<file path="src/design/slotalloc_pkg.sv">
package slotalloc_pkg;

  localparam int MaxSlots = 64;
  localparam int SlotW    = $clog2(MaxSlots);
  localparam int CntW     = $clog2(MaxSlots + 1);
  localparam int CapW     = 7;
  localparam int CmdW     = 2;
  localparam int IdW      = 32;
  localparam int CfgIdxW  = 1;
  localparam int CfgDataW = 7;

  typedef enum logic [CmdW-1:0] {
    CmdAlloc   = 2'd0,
    CmdRelease = 2'd1,
    CmdClear   = 2'd2
  } cmd_t;

  localparam logic [CfgIdxW-1:0] CfgCapacity = 1'b0;
  localparam logic [CfgIdxW-1:0] CfgReplace  = 1'b1;

  // controller to datapath
  typedef struct packed {
    logic load;
    logic scan;
    logic commit;
  } ctrl_cmd_t;

  // datapath to controller
  typedef struct packed {
    logic scan_last;
  } dp_status_t;

  typedef struct packed {
    logic             success;
    logic [SlotW-1:0] granted_slot;
    logic [IdW-1:0]   granted_id;
    logic             evicted;
    logic [IdW-1:0]   evicted_id;
    logic [CntW-1:0]  active_count;
  } res_t;

endpackage

</file>
<file path="src/design/slotalloc_if.sv">
interface slotalloc_in_if;
  logic                           valid;
  logic                           ready;
  logic [slotalloc_pkg::CmdW-1:0]  command;
  logic [slotalloc_pkg::SlotW-1:0] slot;

  modport source(output valid, command, slot, input ready);
  modport sink(input valid, command, slot, output ready);
endinterface

interface slotalloc_out_if;
  logic                           valid;
  logic                           ready;
  logic                           success;
  logic [slotalloc_pkg::SlotW-1:0] granted_slot;
  logic [slotalloc_pkg::IdW-1:0]   granted_id;
  logic                           evicted;
  logic [slotalloc_pkg::IdW-1:0]   evicted_id;
  logic [slotalloc_pkg::CntW-1:0]  active_count;

  modport source(output valid, success, granted_slot, granted_id, evicted, evicted_id,
                 active_count, input ready);
  modport sink(input valid, success, granted_slot, granted_id, evicted, evicted_id,
               active_count, output ready);
endinterface

interface slotalloc_cfg_if;
  logic                              valid;
  logic                              ready;
  logic [slotalloc_pkg::CfgIdxW-1:0]  index;
  logic [slotalloc_pkg::CfgDataW-1:0] data;

  modport source(output valid, index, data, input ready);
  modport sink(input valid, index, data, output ready);
endinterface

</file>
<file path="src/design/slotalloc_ctrl.sv">
module slotalloc_ctrl (
  input  logic                           clk,
  input  logic                           rst_n,
  input  logic                           in_valid,
  input  logic [slotalloc_pkg::CmdW-1:0] in_command,
  output logic                           in_ready,
  output logic                           out_valid,
  input  logic                           out_ready,
  output slotalloc_pkg::ctrl_cmd_t       cmd,
  input  slotalloc_pkg::dp_status_t      status
);
  import slotalloc_pkg::*;

  typedef enum logic [3:0] {
    StIdle   = 4'b0001,
    StScan   = 4'b0010,
    StDrain  = 4'b0100,
    StCommit = 4'b1000
  } state_t;

  state_t state_r, state_nxt;
  logic   out_valid_r, out_valid_nxt;
  logic   accept;
  logic   out_free;

  assign in_ready  = (state_r == StIdle);
  assign accept    = in_valid && in_ready;
  assign out_valid = out_valid_r;
  assign out_free  = !out_valid_r || out_ready;

  always_comb begin
    state_nxt  = state_r;
    cmd.load   = 1'b0;
    cmd.scan   = 1'b0;
    cmd.commit = 1'b0;
    case (state_r)
      StIdle: begin
        if (accept) begin
          cmd.load  = 1'b1;
          state_nxt = (in_command == CmdAlloc) ? StScan : StCommit;
        end
      end
      StScan: begin
        cmd.scan = 1'b1;
        if (status.scan_last) begin
          state_nxt = StDrain;
        end
      end
      // last read of the scan still in flight
      StDrain: begin
        state_nxt = StCommit;
      end
      StCommit: begin
        if (out_free) begin
          cmd.commit = 1'b1;
          state_nxt  = StIdle;
        end
      end
      default: begin
        state_nxt = StIdle;
      end
    endcase
  end

  always_comb begin
    out_valid_nxt = out_valid_r;
    if (cmd.commit) begin
      out_valid_nxt = 1'b1;
    end else if (out_ready) begin
      out_valid_nxt = 1'b0;
    end
  end

  always_ff @(posedge clk) begin
    if (!rst_n) begin
      state_r     <= StIdle;
      out_valid_r <= 1'b0;
    end else begin
      state_r     <= state_nxt;
      out_valid_r <= out_valid_nxt;
    end
  end

endmodule

</file>
<file path="src/design/slotalloc_dp.sv">
module slotalloc_dp (
  input  logic                               clk,
  input  logic                               rst_n,
  input  slotalloc_pkg::ctrl_cmd_t           cmd,
  output slotalloc_pkg::dp_status_t          status,
  input  logic [slotalloc_pkg::CmdW-1:0]     in_command,
  input  logic [slotalloc_pkg::SlotW-1:0]    in_slot,
  input  logic                               cfg_we,
  input  logic [slotalloc_pkg::CfgIdxW-1:0]  cfg_index,
  input  logic [slotalloc_pkg::CfgDataW-1:0] cfg_data,
  output slotalloc_pkg::res_t                result
);
  import slotalloc_pkg::*;

  // configuration
  logic [CapW-1:0] cap_r;
  logic            replace_r;
  logic [CntW-1:0] cap_eff;

  // slot table
  logic [MaxSlots-1:0] active_r, active_nxt;
  logic [IdW-1:0]      id_mem [MaxSlots];
  logic [IdW-1:0]      next_id_r, next_id_nxt, next_id_inc;
  logic [CntW-1:0]     live_r, live_nxt;

  // latched command
  cmd_t             cmd_r;
  logic [SlotW-1:0] slot_r;

  // scan pipeline
  logic [SlotW-1:0] addr_r;
  logic             rd_vld_r;
  logic             rd_act_r;
  logic [SlotW-1:0] rd_idx_r;
  logic [IdW-1:0]   rd_id_r;

  // scan trackers
  logic             free_found_r;
  logic [SlotW-1:0] free_idx_r;
  logic             best_vld_r;
  logic [SlotW-1:0] best_idx_r;
  logic [IdW-1:0]   best_id_r;

  // commit
  logic             mem_we;
  logic [SlotW-1:0] wr_slot;
  res_t             res_nxt;
  res_t             result_r;

  always_comb begin
    if (cap_r == CapW'(0)) begin
      cap_eff = CntW'(1);
    end else if (CntW'(cap_r) > CntW'(MaxSlots)) begin
      cap_eff = CntW'(MaxSlots);
    end else begin
      cap_eff = CntW'(cap_r);
    end
  end

  assign status.scan_last = ({1'b0, addr_r} == (cap_eff - CntW'(1)));

  always_ff @(posedge clk) begin
    if (!rst_n) begin
      cap_r     <= CapW'(MaxSlots);
      replace_r <= 1'b0;
    end else if (cfg_we) begin
      case (cfg_index)
        CfgCapacity: cap_r     <= cfg_data[CapW-1:0];
        CfgReplace:  replace_r <= cfg_data[0];
        default:     ;
      endcase
    end
  end

  // id store: one write port at commit, one registered read port for the scan
  always_ff @(posedge clk) begin
    if (mem_we) begin
      id_mem[wr_slot] <= next_id_r;
    end
    rd_id_r <= id_mem[addr_r];
  end

  always_ff @(posedge clk) begin
    if (cmd.load) begin
      cmd_r  <= cmd_t'(in_command);
      slot_r <= in_slot;
    end
    rd_act_r <= active_r[addr_r];
    rd_idx_r <= addr_r;
  end

  always_ff @(posedge clk) begin
    if (!rst_n) begin
      addr_r   <= '0;
      rd_vld_r <= 1'b0;
    end else begin
      rd_vld_r <= cmd.scan;
      if (cmd.load) begin
        addr_r <= '0;
      end else if (cmd.scan) begin
        addr_r <= addr_r + SlotW'(1);
      end
    end
  end

  // first free slot and active slot with the smallest id, lowest index on ties
  always_ff @(posedge clk) begin
    if (!rst_n) begin
      free_found_r <= 1'b0;
      best_vld_r   <= 1'b0;
    end else if (cmd.load) begin
      free_found_r <= 1'b0;
      best_vld_r   <= 1'b0;
    end else if (rd_vld_r) begin
      if (!rd_act_r && !free_found_r) begin
        free_found_r <= 1'b1;
      end
      if (rd_act_r && (!best_vld_r || rd_id_r < best_id_r)) begin
        best_vld_r <= 1'b1;
      end
    end
  end

  always_ff @(posedge clk) begin
    if (rd_vld_r) begin
      if (!rd_act_r && !free_found_r) begin
        free_idx_r <= rd_idx_r;
      end
      if (rd_act_r && (!best_vld_r || rd_id_r < best_id_r)) begin
        best_idx_r <= rd_idx_r;
        best_id_r  <= rd_id_r;
      end
    end
  end

  // id counter wraps past zero back to one
  always_comb begin
    next_id_inc = next_id_r + IdW'(1);
    if (next_id_inc == '0) begin
      next_id_inc = IdW'(1);
    end
  end

  always_comb begin
    active_nxt  = active_r;
    next_id_nxt = next_id_r;
    live_nxt    = live_r;
    mem_we      = 1'b0;
    wr_slot     = '0;
    res_nxt     = '0;
    case (cmd_r)
      CmdAlloc: begin
        if (free_found_r) begin
          wr_slot  = free_idx_r;
          mem_we   = 1'b1;
          live_nxt = live_r + CntW'(1);
        end else if (replace_r && best_vld_r) begin
          // evict and refill the same slot, count unchanged
          wr_slot            = best_idx_r;
          mem_we             = 1'b1;
          res_nxt.evicted    = 1'b1;
          res_nxt.evicted_id = best_id_r;
        end
        if (mem_we) begin
          active_nxt[wr_slot]  = 1'b1;
          next_id_nxt          = next_id_inc;
          res_nxt.success      = 1'b1;
          res_nxt.granted_slot = wr_slot;
          res_nxt.granted_id   = next_id_r;
        end
      end
      CmdRelease: begin
        if (CntW'(slot_r) < CntW'(MaxSlots)) begin
          res_nxt.success = 1'b1;
          if (active_r[slot_r]) begin
            active_nxt[slot_r] = 1'b0;
            live_nxt           = live_r - CntW'(1);
          end
        end
      end
      CmdClear: begin
        active_nxt      = '0;
        live_nxt        = '0;
        next_id_nxt     = IdW'(1);
        res_nxt.success = 1'b1;
      end
      default: ;
    endcase
    res_nxt.active_count = live_nxt;
    if (!cmd.commit) begin
      mem_we = 1'b0;
    end
  end

  always_ff @(posedge clk) begin
    if (!rst_n) begin
      active_r  <= '0;
      next_id_r <= IdW'(1);
      live_r    <= '0;
    end else if (cmd.commit) begin
      active_r  <= active_nxt;
      next_id_r <= next_id_nxt;
      live_r    <= live_nxt;
    end
  end

  always_ff @(posedge clk) begin
    if (cmd.commit) begin
      result_r <= res_nxt;
    end
  end

  assign result = result_r;

endmodule

</file>
<file path="src/design/slot_allocator_replace_oldest.sv">
// channel   dir  handshake      beat
// in_ch     in   valid/ready    command, slot
// out_ch    out  valid/ready    success, granted_slot, granted_id, evicted, evicted_id,
//                               active_count
// cfg_ch    in   valid/ready    index, data (0 capacity, 1 replace_oldest)
//
// allocate scans slots 0 to capacity-1, then drains the last read and commits:
// the scan reads one slot id per cycle from the single-read-port id store.
// release, clear and unused codes skip the scan and go straight to commit.
// reset frees every slot, sets the next id to one and capacity to 64; no clearing pass.
// a new command is taken while the previous result waits on out_ch.ready;
// its result then holds until that beat is taken. cfg_ch is always ready.
module slot_allocator_replace_oldest (
  input logic             clk,
  input logic             rst_n,
  slotalloc_in_if.sink    in_ch,
  slotalloc_out_if.source out_ch,
  slotalloc_cfg_if.sink   cfg_ch
);
  import slotalloc_pkg::*;

  ctrl_cmd_t  cmd;
  dp_status_t status;
  res_t       result;
  logic       cfg_we;

  assign cfg_ch.ready = 1'b1;
  assign cfg_we       = cfg_ch.valid && cfg_ch.ready;

  slotalloc_ctrl u_ctrl (
    .clk        (clk),
    .rst_n      (rst_n),
    .in_valid   (in_ch.valid),
    .in_command (in_ch.command),
    .in_ready   (in_ch.ready),
    .out_valid  (out_ch.valid),
    .out_ready  (out_ch.ready),
    .cmd        (cmd),
    .status     (status)
  );

  slotalloc_dp u_dp (
    .clk        (clk),
    .rst_n      (rst_n),
    .cmd        (cmd),
    .status     (status),
    .in_command (in_ch.command),
    .in_slot    (in_ch.slot),
    .cfg_we     (cfg_we),
    .cfg_index  (cfg_ch.index),
    .cfg_data   (cfg_ch.data),
    .result     (result)
  );

  assign out_ch.success      = result.success;
  assign out_ch.granted_slot = result.granted_slot;
  assign out_ch.granted_id   = result.granted_id;
  assign out_ch.evicted      = result.evicted;
  assign out_ch.evicted_id   = result.evicted_id;
  assign out_ch.active_count = result.active_count;

endmodule
</file>
<file path="src/flat_wrapper.sv">
// flat-port wrapper written by rule: the top's interface ports become plain ports
module slot_allocator_replace_oldest_flat import slotalloc_pkg::*;
  (clk, rst_n, in_ch_valid, in_ch_command, in_ch_slot, in_ch_ready, out_ch_valid, out_ch_success, out_ch_granted_slot, out_ch_granted_id, out_ch_evicted, out_ch_evicted_id, out_ch_active_count, out_ch_ready, cfg_ch_valid, cfg_ch_index, cfg_ch_data, cfg_ch_ready);
  slotalloc_in_if in_ch_i ();
  slotalloc_out_if out_ch_i ();
  slotalloc_cfg_if cfg_ch_i ();
  input logic clk;
  input logic rst_n;
  input wire logic [$bits(in_ch_i.valid)-1:0] in_ch_valid;
  input wire logic [$bits(in_ch_i.command)-1:0] in_ch_command;
  input wire logic [$bits(in_ch_i.slot)-1:0] in_ch_slot;
  output wire logic [$bits(in_ch_i.ready)-1:0] in_ch_ready;
  output wire logic [$bits(out_ch_i.valid)-1:0] out_ch_valid;
  output wire logic [$bits(out_ch_i.success)-1:0] out_ch_success;
  output wire logic [$bits(out_ch_i.granted_slot)-1:0] out_ch_granted_slot;
  output wire logic [$bits(out_ch_i.granted_id)-1:0] out_ch_granted_id;
  output wire logic [$bits(out_ch_i.evicted)-1:0] out_ch_evicted;
  output wire logic [$bits(out_ch_i.evicted_id)-1:0] out_ch_evicted_id;
  output wire logic [$bits(out_ch_i.active_count)-1:0] out_ch_active_count;
  input wire logic [$bits(out_ch_i.ready)-1:0] out_ch_ready;
  input wire logic [$bits(cfg_ch_i.valid)-1:0] cfg_ch_valid;
  input wire logic [$bits(cfg_ch_i.index)-1:0] cfg_ch_index;
  input wire logic [$bits(cfg_ch_i.data)-1:0] cfg_ch_data;
  output wire logic [$bits(cfg_ch_i.ready)-1:0] cfg_ch_ready;
  assign in_ch_i.valid = in_ch_valid;
  assign in_ch_i.command = in_ch_command;
  assign in_ch_i.slot = in_ch_slot;
  assign in_ch_ready = in_ch_i.ready;
  assign out_ch_valid = out_ch_i.valid;
  assign out_ch_success = out_ch_i.success;
  assign out_ch_granted_slot = out_ch_i.granted_slot;
  assign out_ch_granted_id = out_ch_i.granted_id;
  assign out_ch_evicted = out_ch_i.evicted;
  assign out_ch_evicted_id = out_ch_i.evicted_id;
  assign out_ch_active_count = out_ch_i.active_count;
  assign out_ch_i.ready = out_ch_ready;
  assign cfg_ch_i.valid = cfg_ch_valid;
  assign cfg_ch_i.index = cfg_ch_index;
  assign cfg_ch_i.data = cfg_ch_data;
  assign cfg_ch_ready = cfg_ch_i.ready;
  slot_allocator_replace_oldest u_core (.clk(clk), .rst_n(rst_n), .in_ch(in_ch_i), .out_ch(out_ch_i), .cfg_ch(cfg_ch_i));
endmodule
</file>
<file path="config.mk">
export PLATFORM = sky130hd
export DESIGN_NAME = slot_allocator_replace_oldest_flat
export DESIGN_NICKNAME = d
export VERILOG_FILES = /design/src/design/slotalloc_pkg.sv /design/src/design/slotalloc_if.sv /design/src/design/slotalloc_ctrl.sv /design/src/design/slotalloc_dp.sv /design/src/design/slot_allocator_replace_oldest.sv /design/src/flat_wrapper.sv
export SDC_FILE = /design/constraint.sdc
export NUM_CORES = 2
export LEC_CHECK = 0
export BUFFER_PORTS_ARGS = -buffer_cell sky130_fd_sc_hd__buf_2
export CAP_MARGIN = 20
export CORE_ASPECT_RATIO = 0.7
export CORE_MARGIN = 1.5
export CORE_UTILIZATION = 50
export CTS_CLUSTER_SIZE = 28
export DETAILED_ROUTE_END_ITERATION = 8
export PLACE_DENSITY = 0.63
export REMOVE_ABC_BUFFERS = 1
export SLEW_MARGIN = 25
export SYNTH_ARGS = -nofsm -noshare
export SYNTH_HDL_FRONTEND = slang
export SYNTH_SLANG_ARGS = --single-unit
</file>
<file path="constraint.sdc">
create_clock -name clk -period 6.9 [get_ports clk]
set_input_delay 0.345 -clock clk [delete_from_list [all_inputs] [get_ports clk]]
set_output_delay 0.345 -clock clk [all_outputs]
set_load 0.01 [all_outputs]
</file>
Yosys cells after proc, flatten, opt, wreduce, memory -nomap -nowiden. Memory sizes are Yosys's and may differ from the RTL's. A register that Yosys moved wholly into a read port is not among the register bits. Cells that the tools add are included.

Bits in registers: 263. Bits in writable memories: 2048. Input port bits: 21. Output and inout bits: 82. Logic and storage cells: 132. Memories kept: 1.

Memory list: u_core.u_dp.id_mem (depth 64, bits a word 32, read ports 1, clocked after memory_dff 1, write ports 1, line slotalloc_dp.sv:22) `logic [IdW-1:0] id_mem [MaxSlots];`.

$add $sub $neg: 5. Order comparisons: 7. Equality and inequality tests: 12. Mux-type cells: 45. Bitwise gates (word level): 7. Reductions and logical operators: 31.

Operators by type and width (count): $pmux W64 S3 (1); $mux W64 (2); $and A64 B64 Y64 (1); $mux W32 (2); $not A64 Y64 (1); $or A64 B64 Y64 (1); $pmux W32 S2 (1); $mux W39 (1); $mux W33 (1); $add A32 B1 Y32 const B (1); $logic_not A32 Y1 (1); $lt A32 B32 Y1 (1); $mux W7 (4); $mux W6 (4); $lt A6 B7 Y1 const B (3); $pmux W7 S3 (1); $mux W1 (18); $mux W4 (4); $pmux W4 S4 (1); $sub A7 B1 Y7 const B (2); $bmux W1 S6 (2); $demux W1 S6 (2); $ge A6 B1 Y1 const B (2); $reduce_and A2 Y1 (5); 25 further kinds (45).

Depth between registers and ports, before layout.
Depth in word-level cells: 11. Mapped depth: 12. Depth with buffers taken out: 12.

By module. From an unflattened synthesis, not the netlist that was laid out.

Cell total of the unflattened synthesis: 4428. Area, all modules: 92402.4 µm².

Modules (own cells, without submodules): slotalloc_dp (times used 1, cells an instance 4388, area each 92033.3 µm², seq. area each 68615.8 µm²); slotalloc_ctrl (times used 1, cells an instance 38, area each 357.8 µm², seq. area each 100.1 µm²); slot_allocator_replace_oldest (times used 1, cells an instance 2, area each 11.3 µm², seq. area each 0.0 µm²).

Least setup slack after synthesis. No wires, ideal clock.

Kind: flip-flop to flip-flop. Start: reg u_core.u_ctrl.state_r[0]. End: mem u_core.u_dp.id_mem[45][0], enable pin. Setup time: 421 ps. Data arrival time: 4658 ps. Data required time: 6479 ps. Path slack: 1821 ps. Stages on the path, launching flop included: 9. Path buffers: 1. Clock period less this slack: 5079 ps. Cells stage by stage: dfxtp_1 -> clkbuf_1 -> nor4b_2 -> nand2b_1 -> inv_1 -> nand2_1 -> nor2_1 -> nand2_1 -> nor2_1.

RTL lines: start: declaration (line slotalloc_ctrl.sv:21) `state_t state_r, state_nxt;`; start signal: assignment (line slotalloc_ctrl.sv:76) `state_r <= StIdle;`; start signal: assignment (line slotalloc_ctrl.sv:79) `state_r <= state_nxt;`; end: declaration (line slotalloc_dp.sv:22).

Final worst setup path.
Start: reg u_core.u_dp.slot_r[0]. End: reg u_core.u_dp.active_r[58].

Cells in the longest elaborated chain, start to end: 8. Elaborated cells on any way between the ends: 13. Classes of those cells: 2 x order compare; 1 x eq/ne; 6 x mux; 2 x bitwise; 2 x reduce/logical.

Ends and longest elaborated chain: start: declaration (line slotalloc_dp.sv:28) `logic [SlotW-1:0] slot_r;`; start signal: assignment (line slotalloc_dp.sv:86) `slot_r <= in_slot;`; $lt A6 B7 Y1 (implied by the code) / $ge A6 B1 Y1 (equally long branches) (line slotalloc_dp.sv:176) `active_nxt[slot_r] = 1'b0;`; $logic_and A1 B1 Y1 (implied by the code) (line slotalloc_dp.sv:176); $mux W1 (implied by the code) (line slotalloc_dp.sv:176); $demux W1 S6 (line slotalloc_dp.sv:176); $not A64 Y64 (no line); $and A64 B64 Y64 (no line); $mux W64 (line slotalloc_dp.sv:175) `if (active_r[slot_r]) begin`; $pmux W64 S3 (line slotalloc_dp.sv:151) `case (cmd_r)`; end signal: assignment (line slotalloc_dp.sv:201) `active_r <= active_nxt;`; end: declaration (line slotalloc_dp.sv:21) `logic [MaxSlots-1:0] active_r, active_nxt;`.

Several ways; a longest one is shown, not always the timed one. The select of a mux whose other input is x is not followed. A chain may end at the register's enable or synchronous reset.

==> results.py <==
metrics = {
    "status": {
        "outcome": "finished clean",
    },
    "pwr": {
        "combinationalPowerShare_pct": 0.9,
        "leakage_nw": 35.56,
        "p_sw_share_pct": 19.60,
        "clkPwrFrac_pct": 42.5,
        "peakVddDrop_uv": 248.7,
        "seq_power_share_pct": 56.6,
        "cellPowerDensity_nw_per_um2": 259.7,
        "internal_power_mw": 21.74,
        "power.total_mw": 27.04,
        "p_sw_mw": 5.301,
    },
    "detailed_routing": {
        "dr.pass1.iters": 6,
        "vias": 47310,
        "drc_errors": 0,
        "wl_um": 246500,
        "postRouteAntennaNets": 0,
        "vias_per_cell": 6.508,
        "drt_iter0_drc": 7519,
        "drt-wirelength-per-cell_um": 33.91,
    },
    "sta": {
        "hold_viol": 0,
        "setup_viol": 0,
        "fin_skew_ps": 53.28,
        "drv_slew": 0,
        "clock.fmax_ghz": 0.2115,
        "tightest_slew_ps": 1130,
        "holdWs_ps": 25.41,
        "fin_crit_sh_pct": 68.53,
        "layout_setup_ws_ps": 2171,
        "max-slew-margin-rel_pct": 24.40,
        "rsz0062_at_grt": "false",
        "finalCriticalPeriod_ps": 4729,
    },
    "yosys": {
        "avgSynthCellArea_um2": 20.99,
        "syn_area_um2": 92100,
        "ys_async_sr_fraction_pct": 0,
        "synth-main-ff-cell": "edfxtp_1",
        "synthDistinctLibCells": 74,
        "synth_top_cell_area_share_pct": 71.05,
        "synth_edf_count": 2179,
        "synth_seq_cells": 2343,
        "yosysTopAreaCell": "edfxtp_1",
        "yosys_warnings": 0,
        "syn_inst": 4388,
        "synth-seq-area-share_pct": 74.61,
        "synth.area.top_cells": "edfxtp_1 71%, mux4_2 17%, dfxtp_1 3.6%",
    },
    "clocking": {
        "cts_buffer_depth": 4,
        "cts_root_buf": "clkbuf_16",
        "cts_tree": "yes",
        "htreeDepth": 4,
        "numCtsBuffers": 214,
        "path_clk_slew_ps": 70,
        "clk_latency_ps": 870,
        "cts.sinks": 2343,
        "ctsResizeCount": 0,
    },
    "global_routing": {
        "grt_max_degree": 134,
        "grt_pass1_vias": 45540,
        "overflow": 0,
        "antenna_found_initial": 23,
        "grt_pass1_wl_um": 349900,
        "track_usage_pct": 26.62,
    },
    "worst_setup_path": {
        "slowest_delay_ps": 950,
        "crit_chain": "mux4_2, and2_1, a221oi_1, o2bb2ai_1, or4_1, o211ai_4, buf_4, o221a_1",
        "crit_cells": 8,
        "reg2reg_from": "u_core.u_dp.slot_r[0]",
        "crit_slowest_cell": "o211ai_4",
        "reg2reg_depth": 8,
        "endpoint_kind": "flip-flop",
        "critPathArrivalTime_ps": 5490,
        "crit_type": "flip-flop to flip-flop",
        "path_max_fanout": 33,
        "cp.required_ps": 7660,
        "cp_top_family": "compound AO/OA/AOI/OAI gates",
        "cp-start-kind": "flip-flop",
        "worst-path-buf-inv": 1,
        "crit_start": "u_core.u_dp.slot_r[0]",
        "r2r_slack_ps": 2170,
    },
    "placed_design": {
        "place_hpwl_um": 150700,
        "io_buffer_count": 101,
        "gp_congestion": 0.9176,
        "dp.cells": 6848,
        "pre_cts_slack_ps": 2318,
    },
    "cells_and_area": {
        "postLayoutCoreUtil_pct": 57.02,
        "drive_above_1_share_pct": 29.01,
        "fill_cells": 13400,
        "mostFrequentLayoutCells": "2179 x edfxtp_1, 701 x mux4_2, 215 x clkbuf_16, 175 x nand2_1, 126 x dfxtp_1",
        "nNetsFinal": 4690,
        "syn_to_final_growth_pct": 13.05,
        "final_common_cell": "edfxtp_1",
        "final_cells": 7270,
    },
    "floorplan": {
        "die_y_um": 362.1,
        "start_util_pct": 50.44,
        "die_w_um": 516.0,
        "dieArea_um2": 186800,
        "pin_count": 103,
        "rows": 131,
        "core_um2": 182600,
    },
    "worst_hold_path": {
        "hold_path.class": "primary input to flip-flop",
        "hp-start": "cfg_ch_index",
        "worstHoldPathCells": 4,
    },
    "flow_run": {
        "drv_cap": 0,
    },
}
[power by group through the flow]
stage          clock network, mW  logic, mW  registers (mW)
2_1_floorplan                  0      0.130            15.6
4_1_cts                     11.6      0.232            15.3
3_3_place_gp                   0      0.218            15.6
5_1_grt                     12.2      0.257            15.3
3_5_place_dp                   0      0.219            15.6
6_report                    11.5      0.242            15.3
[per-layer routing]
metal  wire length [um]  GRT usage [%]  vias to the layer above
met5                 55              0                        -
met4               6446          6.775                        8
met2             107100          37.38                     2655
met1             105500          41.89                    25410
li1                   -              -                    18900
met3              27430          6.370                      335
[cell type report]
type | count | area (um2) | share of cell area, %
diodes | 12 | 30.03 | 0.02884
clock buffers | 276 | 5659 | 5.436
clock inverters | 109 | 935.9 | 0.8989
inverters | 49 | 186.4 | 0.1791
multi-input cells | 1732 | 22670 | 21.77
flip-flops and latches | 2343 | 68780 | 66.06
well taps | 2460 | 3078 | 2.956
repair buffers | 289 | 2780 | 2.670
[through the flow]
stage / area (um2) / setup TNS [ps]
final: 104100 / 0
after CTS: 104000 / 0
after global routing: 104100 / 0
after detailed placement: 97170 / 0
after global placement: 96280 / 0
after floorplan: 91030 / -685000
[state kept, by name, indices dropped and copies added (netlist names), 2 cells and up]
signal,flops
u_core.u_dp.id_mem,2048
u_core.u_dp.result,79
u_core.u_dp.active_r,64
u_core.u_dp.best_id_r,32
u_core.u_dp.next_id_r,32
u_core.u_dp.rd_id_r,32
u_core.u_dp.cap_r,7
u_core.u_dp.live_r,7
u_core.u_dp.addr_r,6
u_core.u_dp.best_idx_r,6
u_core.u_dp.free_idx_r,6
u_core.u_dp.rd_idx_r,6
u_core.u_dp.slot_r,6
u_core.u_ctrl.state_r,4
u_core.u_dp.cmd_r,2
[synth_stat cells, types with 18 or more instances]
cell	number
o21ai_0	32
mux2i_1	18
clkbuf_1	183
dfxtp_1	164
mux4_2	701
o221a_1	54
edfxtp_1	2179
and2_1	47
nor2_1	164
nand4_1	31
nor3_1	62
a21o_1	18
buf_1	61
a21oi_1	96
nor4_1	49
nand2_1	175
ha_1	40
inv_1	49
[repair_timing]
item,4_1_cts,5_1_grt
hold buffers,21,0
endpoints found under the hold margin,23,0
buffers inserted,0,0
[worst register-to-register path: cells and delay by family (launching register included)]
kind	cells	cell delay [ps]
muxes	1	610
and+or+nand+nor	2	1110
DFF	1	860
AOI/OAI and AO/OA	4	1580
buffers and inverters	1	510
[kinds of logic after synthesis]
kind of cell,count (synthesis),share of synthesized area [%]
flops,2343,74.61
mux,721,17.36
simple gates,635,3.380
buf+inv,313,1.353
fa+ha+maj,40,0.5434
xor+xnor,26,0.2473
other cells,1,0.004072
compound gates,309,2.496
[final timing paths]
path,to
setup / recovery,u_core.u_dp.active_r[58]
hold / removal,u_core.u_dp.cap_r[6]
setup reg to reg,u_core.u_dp.active_r[58]
hold reg to reg,u_core.u_dp.best_id_r[0]
Power figures use the tool's default switching activity.
